[src/design/rtte_pkg.sv]
// Package for the radar threat evaluator: result codes, CORDIC constants.
// Depends on nothing.
`default_nettype none
package rtte_pkg;
	typedef enum logic [1:0] {
		RK_EVAL = 2'd0,
		RK_DROP = 2'd1,
		RK_OVFL = 2'd2,
		RK_NOTE = 2'd3
	} rkind_t;

	localparam logic [1:0] FC_NONE  = 2'd0;
	localparam logic [1:0] FC_NEAR  = 2'd1;
	localparam logic [1:0] FC_FAULT = 2'd2;

	localparam int ZW = 20;   // angle width
	localparam int XW = 36;   // CORDIC vector width
	localparam logic signed [ZW-1:0] PI_Q16   = 20'sd205887;
	localparam logic signed [ZW-1:0] PI_H_Q16 = 20'sd102944;
	localparam logic [15:0] CORDIC_GAIN = 16'd39797;
	localparam logic [15:0] MIN_TENTH = 16'd26;

	// arctan(2^-i) in 2^-16 rad
	function automatic logic signed [ZW-1:0] atan_lut(input logic [3:0] i);
		logic signed [ZW-1:0] r;
		unique case (i)
			4'd0: r = 20'sd51472;
			4'd1: r = 20'sd30386;
			4'd2: r = 20'sd16055;
			4'd3: r = 20'sd8150;
			4'd4: r = 20'sd4091;
			4'd5: r = 20'sd2047;
			4'd6: r = 20'sd1024;
			4'd7: r = 20'sd512;
			4'd8: r = 20'sd256;
			4'd9: r = 20'sd128;
			4'd10: r = 20'sd64;
			4'd11: r = 20'sd32;
			4'd12: r = 20'sd16;
			4'd13: r = 20'sd8;
			4'd14: r = 20'sd4;
			default: r = 20'sd2;
		endcase
		return r;
	endfunction

	// datapath request and done status between sequencer and math unit
	typedef struct packed {
		logic        start;
		logic [15:0] range_dist;
		logic [15:0] rate_c;
		logic signed [15:0] bearing;
		logic [11:0] tsec;
	} rtte_req_t;

	typedef struct packed {
		logic               done;
		logic signed [16:0] x_ahead;
		logic signed [16:0] y_left;
		logic [14:0]        threat;
	} rtte_res_t;
endpackage
`default_nettype wire

[src/design/rtte_math.sv]
// Shared iterative unit: 16-step CORDIC rotation and a restoring divider.
// Depends on rtte_pkg.
`default_nettype none
module rtte_math (
	input  wire logic              clk,
	input  wire logic              arst_n,
	input  wire rtte_pkg::rtte_req_t req,
	output rtte_pkg::rtte_res_t    res
);
	import rtte_pkg::*;

	typedef enum logic [1:0] {S_IDLE, S_MUL, S_RUN, S_FIN} st_t;
	st_t st_q;
	logic [4:0] cnt_q;
	logic signed [XW-1:0] x_q, y_q;
	logic signed [ZW-1:0] z_q;
	logic neg_q;
	logic [27:0] num_q;   // dividend shifting out
	logic [16:0] rem_q;
	logic [27:0] quo_q;
	logic [15:0] den_q;
	logic [15:0] gain_in_q;
	logic [15:0] range_q;
	logic [15:0] tcap_q;
	logic [11:0] tsec_q;
	logic [15:0] rate_q;

	// one CORDIC step
	logic signed [XW-1:0] dx, dy;
	logic signed [ZW-1:0] at;
	assign dx = y_q >>> cnt_q[3:0];
	assign dy = x_q >>> cnt_q[3:0];
	assign at = atan_lut(cnt_q[3:0]);

	// one divider step (two quotient bits per cycle)
	logic [16:0] r1, r2, t1, t2;
	logic q1, q2;
	always_comb begin
		t1 = {rem_q[15:0], num_q[27]};
		q1 = t1 >= {1'b0, den_q};
		r1 = q1 ? t1 - {1'b0, den_q} : t1;
		t2 = {r1[15:0], num_q[26]};
		q2 = t2 >= {1'b0, den_q};
		r2 = q2 ? t2 - {1'b0, den_q} : t2;
	end

	// rounding and saturation
	function automatic logic signed [16:0] rsat(input logic signed [XW-1:0] v);
		logic signed [XW-1:0] r;
		r = (v + XW'(32768)) >>> 16;
		if (r > XW'(65535)) return 17'sd65535;
		if (r < -XW'(65535)) return -17'sd65535;
		return r[16:0];
	endfunction

	logic signed [XW-1:0] xf, yf;
	logic [27:0] tq;
	assign xf = neg_q ? -x_q : x_q;
	assign yf = neg_q ? -y_q : y_q;
	assign tq = (quo_q > {12'd0, tcap_q}) ? {12'd0, tcap_q} : quo_q;

	always_ff @(posedge clk or negedge arst_n) begin
		if (!arst_n) begin
			st_q <= S_IDLE;
			res.done <= 1'b0;
		end else begin
			res.done <= 1'b0;
			unique case (st_q)
				S_IDLE: if (req.start) begin
					gain_in_q <= req.range_dist;
					range_q <= req.range_dist;
					tsec_q <= req.tsec;
					rate_q <= req.rate_c;
					z_q <= ZW'(req.bearing) <<< 3;
					st_q <= S_MUL;
				end
				S_MUL: begin
					x_q <= XW'({16'd0, gain_in_q} * {16'd0, CORDIC_GAIN});
					y_q <= '0;
					neg_q <= 1'b0;
					if (z_q > PI_H_Q16) begin
						z_q <= z_q - PI_Q16; neg_q <= 1'b1;
					end else if (z_q < -PI_H_Q16) begin
						z_q <= z_q + PI_Q16; neg_q <= 1'b1;
					end
					num_q <= 28'(tsec_q) * 28'(rate_q);
					den_q <= (range_q < MIN_TENTH) ? MIN_TENTH : range_q;
					tcap_q <= 16'(tsec_q) * 16'd10;
					rem_q <= '0;
					quo_q <= '0;
					cnt_q <= '0;
					st_q <= S_RUN;
				end
				S_RUN: begin
					if (z_q >= 0) begin
						x_q <= x_q - dx; y_q <= y_q + dy; z_q <= z_q - at;
					end else begin
						x_q <= x_q + dx; y_q <= y_q - dy; z_q <= z_q + at;
					end
					if (cnt_q < 5'd14) begin
						rem_q <= r2;
						quo_q <= {quo_q[25:0], q1, q2};
						num_q <= {num_q[25:0], 2'b00};
					end
					cnt_q <= cnt_q + 5'd1;
					if (cnt_q == 5'd15) st_q <= S_FIN;
				end
				default: begin
					res.x_ahead <= rsat(xf);
					res.y_left <= rsat(-yf);
					res.threat <= (tq > 28'd32767) ? 15'h7FFF : tq[14:0];
					res.done <= 1'b1;
					st_q <= S_IDLE;
				end
			endcase
		end
	end
endmodule
`default_nettype wire

[src/design/radar_target_threat_evaluator_unit.sv]
// Top level of the radar threat evaluator: stream ports, report sequencer.
// Depends on rtte_pkg and rtte_math.
//
//  channel  | dir | contents
//  s_axis   | in  | target field or notice
//  m_axis   | out | one result per request
//  cfg      | in  | threat_seconds register
//
// An evaluated target's result becomes valid after setup, the 16 CORDIC steps
// that also run the two-bit-per-cycle divider, the result state and the done
// flag; other requests are answered in the cycle after they are taken. The next
// request is taken the cycle after the result leaves, so only one request is in
// work at a time. Output register: s_axis_tready falls while a request is in
// work or a result waits. Reset clears all report state.
`default_nettype none
module radar_target_threat_evaluator_unit #(
	parameter int MAX_TARGETS = 16
) (
	input  wire logic        clk,
	input  wire logic        arst_n,
	input  wire logic        s_axis_tvalid,
	output logic             s_axis_tready,
	// tdata: target_id[7:0], range_dist[23:8], closing_rate[39:24], bearing[55:40]
	input  wire logic [55:0] s_axis_tdata,
	input  wire logic        s_axis_tlast,
	input  wire logic        s_axis_tuser,   // kind
	output logic             m_axis_tvalid,
	input  wire logic        m_axis_tready,
	// tdata: x_ahead[16:0], y_left[33:17], rate_out[49:34], threat_level[64:50],
	// target_stop[65], fault_code[67:66], count_so_far[72:68], report_stop[73],
	// report_ok[74], pad
	output logic [79:0]      m_axis_tdata,
	output logic             m_axis_tlast,   // end_of_report
	output logic [1:0]       m_axis_tuser,   // result_kind
	input  wire logic        cfg_we,
	input  wire logic [11:0] cfg_wdata
);
	import rtte_pkg::*;

	logic [11:0] tsec_q;
	logic [6:0] count_q;   // wide enough for up to 127 targets
	logic stop_acc_q, ovf_q, valid_q, open_q, busy_q;
	logic [15:0] rate_hold_q;
	logic last_hold_q;
	rtte_req_t req;
	rtte_res_t res;

	assign s_axis_tready = !busy_q && !m_axis_tvalid;
	wire acc = s_axis_tvalid && s_axis_tready;
	wire [7:0] tid = s_axis_tdata[7:0];
	wire [15:0] rng = s_axis_tdata[23:8];
	wire signed [15:0] rate = s_axis_tdata[39:24];

	// start-of-report view of state
	logic [6:0] cnt_e;
	logic ovf_e, sacc_e;
	always_comb begin
		cnt_e = open_q ? count_q : 7'd0;
		ovf_e = open_q ? ovf_q : 1'b0;
		sacc_e = open_q ? stop_acc_q : 1'b0;
	end
	wire eval = acc && !s_axis_tuser && !ovf_e && tid != 8'd0
		&& 32'(cnt_e) < MAX_TARGETS;

	always_comb begin
		req.start = eval;
		req.range_dist = rng;
		req.rate_c = (rate >= $signed(MIN_TENTH)) ? rate : MIN_TENTH;
		req.bearing = s_axis_tdata[55:40];
		req.tsec = tsec_q;
	end

	rtte_math u_math (.clk(clk), .arst_n(arst_n), .req(req), .res(res));

	wire tstop = res.threat >= 15'd256;
	wire [6:0] cnt_n = count_q + 7'd1;

	// report sequencer and output register
	always_ff @(posedge clk or negedge arst_n) begin
		if (!arst_n) begin
			tsec_q <= 12'd1024;
			count_q <= '0; stop_acc_q <= 0; ovf_q <= 0; valid_q <= 0;
			open_q <= 0; busy_q <= 0; m_axis_tvalid <= 0;
			m_axis_tdata <= '0; m_axis_tlast <= 0; m_axis_tuser <= RK_EVAL;
			rate_hold_q <= '0; last_hold_q <= 0;
		end else begin
			if (cfg_we) tsec_q <= cfg_wdata;
			if (m_axis_tvalid && m_axis_tready) m_axis_tvalid <= 1'b0;
			if (acc) begin
				if (s_axis_tuser) begin
					valid_q <= 1'b0;
					m_axis_tvalid <= 1'b1;
					m_axis_tuser <= RK_NOTE;
					m_axis_tlast <= 1'b0;
					m_axis_tdata <= {5'd0, 1'b0, stop_acc_q, count_q[4:0], FC_NONE, 66'd0};
				end else if (eval) begin
					count_q <= cnt_e; stop_acc_q <= sacc_e; ovf_q <= 1'b0;
					open_q <= 1'b1;
					busy_q <= 1'b1;
					rate_hold_q <= rate;
					last_hold_q <= s_axis_tlast;
				end else begin
					logic ov;
					logic vn;
					ov = !ovf_e && tid != 8'd0;
					vn = s_axis_tlast ? !(ovf_e || ov) : (ov ? 1'b0 : valid_q);
					count_q <= cnt_e; stop_acc_q <= sacc_e;
					ovf_q <= ovf_e || ov;
					open_q <= !s_axis_tlast;
					valid_q <= vn;
					m_axis_tvalid <= 1'b1;
					m_axis_tuser <= (ovf_e || ov) ? RK_OVFL : RK_DROP;
					m_axis_tlast <= s_axis_tlast;
					m_axis_tdata <= {5'd0, s_axis_tlast & vn, sacc_e, cnt_e[4:0],
						ov ? FC_FAULT : FC_NONE, 66'd0};
				end
			end
			if (res.done) begin
				count_q <= cnt_n;
				stop_acc_q <= stop_acc_q | tstop;
				busy_q <= 1'b0;
				if (last_hold_q) begin
					open_q <= 1'b0;
					valid_q <= 1'b1;
				end
				m_axis_tvalid <= 1'b1;
				m_axis_tuser <= RK_EVAL;
				m_axis_tlast <= last_hold_q;
				m_axis_tdata <= {5'd0, last_hold_q, stop_acc_q | tstop, cnt_n[4:0],
					tstop ? FC_NEAR : FC_NONE, tstop, res.threat,
					rate_hold_q, res.y_left, res.x_ahead};
			end
		end
	end
endmodule
`default_nettype wire

[config.mk]
export PLATFORM = sky130hd
export DESIGN_NAME = radar_target_threat_evaluator_unit
export DESIGN_NICKNAME = d
export VERILOG_FILES = /design/src/design/rtte_pkg.sv /design/src/design/rtte_math.sv /design/src/design/radar_target_threat_evaluator_unit.sv
export SDC_FILE = /design/constraint.sdc
export NUM_CORES = 2
export LEC_CHECK = 0
export BUFFER_PORTS_ARGS = -buffer_cell sky130_fd_sc_hd__buf_2
export CORE_UTILIZATION = 55
export CTS_BUF_LIST = sky130_fd_sc_hd__clkbuf_8
export CTS_CLUSTER_DIAMETER = 150
export DETAILED_ROUTE_END_ITERATION = 16
export PLACE_DENSITY = 0.7
export SLEW_MARGIN = 20
export SYNTH_ARGS = -nofsm -noshare
export SYNTH_HDL_FRONTEND = slang
export SYNTH_SLANG_ARGS = --single-unit
export TNS_END_PERCENT = 1
[constraint.sdc]
create_clock -name clk -period 8.5 [get_ports clk]
set_input_delay 0.85 -clock clk [delete_from_list [all_inputs] [get_ports clk]]
set_output_delay 0.85 -clock clk [all_outputs]
set_load 0.01 [all_outputs]
Word-level counts from Yosys, hierarchy flattened --
Memories as Yosys holds them, arrays and structs flattened. A register that Yosys moved wholly into a read port is not among the register bits. Index checks and enable logic that the tools add are counted.
Word-level totals: bits in registers 422, latch bits 0, RAM bits 0, memory bits (read-only) 256, input port bits 75, word-level logic and storage cells 209, memories kept 1
Memory list:
- (no name shown) | depth 16, bits a word 16, rd ports 1, clocked after Yosys merged registers in 1, write ports 0, RTL line rtte_pkg.sv:26 | unique case (i)
Operators by class: $add $sub $neg 17, multiply operators 3, divide/modulo/power cells 0, magnitude comparators 16, equal/unequal tests 9, shift operators 2, multiplexer cells 92, bitwise logic cells 4, reduce and logical (&&, ||, !) cells 34
Operators with widths (number):
- $mux W80 | 4
- $mux W36 | 4
- $pmux W36 S2 | 2
- $mux W17 | 8
- $pmux W28 S2 | 2
- $neg A36 Y36 | 3
- $mux W28 | 3
- $mux W20 | 4
- $add A36 B17 Y36 const B | 2
- $add A36 B36 Y36 | 2
- $sshr A36 B4 Y36 | 2
- $sub A36 B36 Y36 | 2
- $pmux W20 S3 | 1
- $mux W50 | 1
- $mux W16 | 3
- $mux W1 | 43
- $gt A20 B17 Y1 const B | 2
- $lt A20 B17 Y1 const B | 2
- $ge A17 B16 Y1 | 2
- $mul A16 B16 Y32 const B | 1
- $pmux W16 S2 | 1
- $sub A16 B16 Y16 | 2
- $gt A28 B15 Y1 const B | 1
- $gt A28 B16 Y1 | 1
- 43 further kinds | 79

Depth between registers and ports, before layout --
depth in word-level cells 12, mapped depth 29

Hierarchy --
From an unflattened synthesis, not the netlist that was laid out.
Second synthesis, totals: cell total of the unflattened synthesis 4604, area, all modules 43716.9 sq um
By module, submodules not included:
- rtte_math | instances 1, cells an instance 4105, area each 38572.0 sq um, sequential area each 9223.8 sq um
- radar_target_threat_evaluator_unit | instances 1, cells an instance 499, area each 5144.9 sq um, sequential area each 2954.1 sq um

Worst setup path before layout --
Ideal clock, no wire load.
path type reg2reg, from register u_math.gain_in_q[8], to register u_math.x_q[25], data pin, arrival time 6282 ps, data required time 8234 ps, path slack 1952 ps, stages on the path, launching flop included 23, clock period less this slack 6548 ps, cells stage by stage edfxtp_1 inv_1 fa_1 fa_1 inv_1 fa_1 inv_1 fa_1 inv_1 fa_1 inv_1 fa_1 inv_1 ha_1 or3_1 or3_1 o311ai_0 o221ai_1 o311a_1 or4_1 a31oi_1 xor2_1 o21ai_0
On the way: cells in the longest elaborated chain, start to end 2
RTL lines:
- start, declared | RTL line rtte_math.sv:22 | logic [15:0] gain_in_q;
- start signal, assigned | RTL line rtte_math.sv:70 | gain_in_q <= req.range_dist;
- $mul A16 B16 Y32 | RTL line rtte_math.sv:78 | x_q <= XW'({16'd0, gain_in_q} * {16'd0, CORDIC_GAIN});
- $pmux W36 S2 | RTL line rtte_math.sv:68 | unique case (st_q)
- end signal, assigned | RTL line rtte_math.sv:78
- end signal, assigned | RTL line rtte_math.sv:96 | x_q <= x_q - dx; y_q <= y_q + dy; z_q <= z_q - at;
- end signal, assigned | RTL line rtte_math.sv:98 | x_q <= x_q + dx; y_q <= y_q - dy; z_q <= z_q + at;
- end, declared | RTL line rtte_math.sv:15 | logic signed [XW-1:0] x_q, y_q;
Every way passes these cells. A chain may end at the register's enable or synchronous reset.

Worst setup path in the final report --
from register u_math.cnt_q[0], to register u_math.x_q[31], data pin
On the way: cells in the longest elaborated chain, start to end 4, elaborated cells on any way between the ends 5
RTL lines:
- start, declared | RTL line rtte_math.sv:14 | logic [4:0] cnt_q;
- start signal, assigned | RTL line rtte_math.sv:105 | cnt_q <= cnt_q + 5'd1;
- $sshr A36 B4 Y36 (*) | RTL line rtte_math.sv:31 | assign dx = y_q >>> cnt_q[3:0];
- $add A36 B36 Y36 / $sub A36 B36 Y36 (equally long branches) | RTL line rtte_math.sv:98, rtte_math.sv:96
- $mux W36 (*) | RTL line rtte_math.sv:95 | if (z_q >= 0) begin
- $pmux W36 S2 (*) | RTL line rtte_math.sv:68
Every way passes the cells marked *; elsewhere a longest branch is shown, timed or not.

==> reports/metrics.csv <==
metric,value,unit
num_vias,33649,
rows,102,
dpl.hpwl,81130,um
power.leakage,20.69,nW
power.total,0.004491,W
drtPass1Iterations,6,
fin_crit,7073,ps
tns,0,ps
nFillCells,6778,
async_flop_share,0.2807,
synth_cell_types,97,
layout-drive-gt1-share,0.1140,
grt_max_degree,99,
place_area,44610,um2
viasPerCell,5.884,
finalCritPeriodShare,0.8321,
power.density,96.86,nW/um2
start_util,0.5562,
coreArea,77470,um2
wl_per_cell,18.85,um
drtIter0Drc,2797,
synth_edf_count,294,
synth_seq_area_share,0.2826,
synthCells,4540,
numPortBuffers,154,
synth.top_cells.by_count,"nand2_1, inv_1, ha_1, edfxtp_1, nor2_1",
htreeDepth,3,
syn_area_per_cell,9.490,um2
drc_errors,0,
cts_setup_buffers,0,
final_max_slew_viol_count,0,
gp_congestion,0.9317,
start_kind,register,
cts_tree,done,
dp_cells,5564,
hp-class,in2reg,
whs,298.3,ps
grt_pass1_vias,32679,
setup_viol,0,
cts_buffers,81,
crit_required,8910,ps
gr-usage-all-layers,0.2756,
die_y,281.9,um
cts-root-buf,clkbuf_8,
synth_ff_type,edfxtp_1,
critPathKind,reg2reg,
worst-endpoint-arrival,7480,ps
ir_worst_vdd,0.00009491,V
worstMarginPinSlew,1123,ps
antenna_found_initial,3,
maxCapViolCount,0,
fmax,0.1414,GHz
ys_top_cells_by_area,"edfxtp_1, fa_1, ha_1, dfrtp_1, nand2_1",
fin_cells,5719,
insertion_delay,740,ps
ctsResizeCount,0,
die-area,79460,um2
finalWirelength,107800,um
path_clk_slew,60,ps
overflow,0,
cts_sinks,431,
synth_area_leader_cell,edfxtp_1,
die_x,281.9,um
hold_viol_final,0,
area_delta_synth_final,7.612,%
fin_nets,5308,
cts_hold_buf,1,
fin_area,46360,um2
clock-skew-final,49.01,ps
cp-end-kind,register,
synth.top_cell.area_share,0.2049,
cts_buffer_depth,3,
ys_ff_latch,431,
outcome,"finished, final reports clean",
grt_pass1_wl,175300,um
yosysWarnings,0,
synth.most_common_cell,nand2_1,
io_pins,160,
cp_max_fo,23,
grt_setup_unrepaired,no,
maxSlewHeadroom,0.2511,
drtAntennaViolNets,0,
netlist_area,43090,um2
-- flip-flops by register name, summed over array words and instances, names as in the netlist, 15 cells and up --
signal,count
m_axis_tdata,74
rate_hold_q,16
u_math.at,16
u_math.den_q,16
u_math.gain_in_q,16
u_math.num_q,28
u_math.quo_q,28
u_math.rate_q,16
u_math.rem_q,16
u_math.res,50
u_math.tcap_q,15
u_math.x_q,36
u_math.y_q,36
u_math.z_q,20
-- cells in the final DEF (no fill, tap or decap), types with 22 or more instances in the layout --
| cell | netlist | final |
|---|---|---|
| nor4_1 | 29 | 29 |
| nand3_1 | 78 | 77 |
| a21oi_1 | 215 | 215 |
| buf_4 | 8 | 37 |
| a21o_1 | 99 | 99 |
| nand4_1 | 31 | 31 |
| inv_1 | 477 | 501 |
| o21a_1 | 23 | 23 |
| buf_2 | 10 | 153 |
| o21ai_0 | 273 | 273 |
| nand2_1 | 511 | 511 |
| or3_1 | 28 | 28 |
| a31oi_1 | 26 | 26 |
| nor3_1 | 68 | 68 |
| nand2b_1 | 37 | 37 |
| mux2i_1 | 72 | 72 |
| ha_1 | 375 | 374 |
| o31ai_1 | 41 | 41 |
| mux4_2 | 69 | 69 |
| xnor2_1 | 183 | 183 |
| nor2b_1 | 39 | 38 |
| and2_1 | 116 | 115 |
| mux2_2 | 98 | 98 |
| a211oi_1 | 23 | 23 |
| nor2_1 | 283 | 282 |
| clkbuf_8 | 0 | 91 |
| dfrtp_1 | 120 | 119 |
| fa_1 | 249 | 249 |
| edfxtp_1 | 294 | 294 |
| and3_1 | 32 | 32 |
| xor2_1 | 109 | 109 |
| or2_2 | 22 | 22 |
-- worst max-delay path, cell delays in order (launching register included) --
cell and delay, ps:
edfxtp_1 1050, mux4_1 730, mux4_1 610, or4_4 550, nand2b_4 160, nand4bb_4 210
o31ai_1 690, o21ai_0 240, xor2_1 190, ha_1 360, a21o_1 180, a21o_1 170
a21oi_1 220, a21boi_0 580, o21ai_0 320, a21oi_1 240, xor2_1 160, mux2i_1 80
-- power breakdown --
group          leakage (nW)  switching, W  internal (W)
logic                  15.5     0.0000299     0.0000237
registers              4.18    0.00000298       0.00223
clock network         0.975       0.00104       0.00116
-- kinds of logic after synthesis --
family,count (synthesis),synth area share
flip-flops,431,0.2826
adder cells (fa/ha/maj),624,0.2246
AND/OR/NAND/NOR,1332,0.1468
multiplexers,257,0.08939
AO/OA/AOI/OAI,910,0.1345
other,1,0.00008704
buffers and inverters,693,0.06261
XOR/XNOR,292,0.05936
-- per-stage QoR --
stage	util	setup WS, ps
after floorplan	-	1952
after global placement	0.5758	1571
final	0.5985	1427
after detailed placement	0.5758	1482
after CTS	0.5982	1496
after global routing	0.5985	858.6
-- layer usage --
layer | track usage | wire (um)
met1 | 0.3906 | 48800
met2 | 0.4438 | 49930
met4 | 0.06996 | 2430
met3 | 0.03820 | 6625
met5 | 0 | 0
-- layout make-up --
type / instances / area [um2] / share of cell area
flip-flops and latches: 431 / 12180 / 0.2627
clock inverters: 60 / 474.2 / 0.01023
clock buffers: 91 / 1252 / 0.02701
diodes: 2 / 5.005 / 0.0001079
multi-input cells: 3421 / 28260 / 0.6096
repair buffers: 193 / 1080 / 0.02329
well taps: 1040 / 1301 / 0.02807
inverters: 481 / 1807 / 0.03897
-- path summary, 6_finish.rpt --
kind / startpoint / to / slack (ps) / cells past startpoint
worst max-delay path: u_math.cnt_q[0]$_DFFE_PP_ / u_math.x_q[31]$_DFFE_PP_ / 1430 / 17
worst min-delay path: m_axis_tready / m_axis_tvalid$_DFF_PN0_ / 300 / 2
worst max register to register: u_math.cnt_q[0]$_DFFE_PP_ / u_math.x_q[31]$_DFFE_PP_ / 1430 / 17
worst min register to register: u_math.res[30]$_DFFE_PP_ / m_axis_tdata[32]$_DFFE_PN0P_ / 430 / 2
max in group asynchronous: arst_n / u_math.res[49]$_DFF_PN0_ / 6280 / 4
min in group asynchronous: arst_n / tsec_q[9]$_DFFE_PN0P_ / 620 / 2
(Power assumes the default switching activity.)
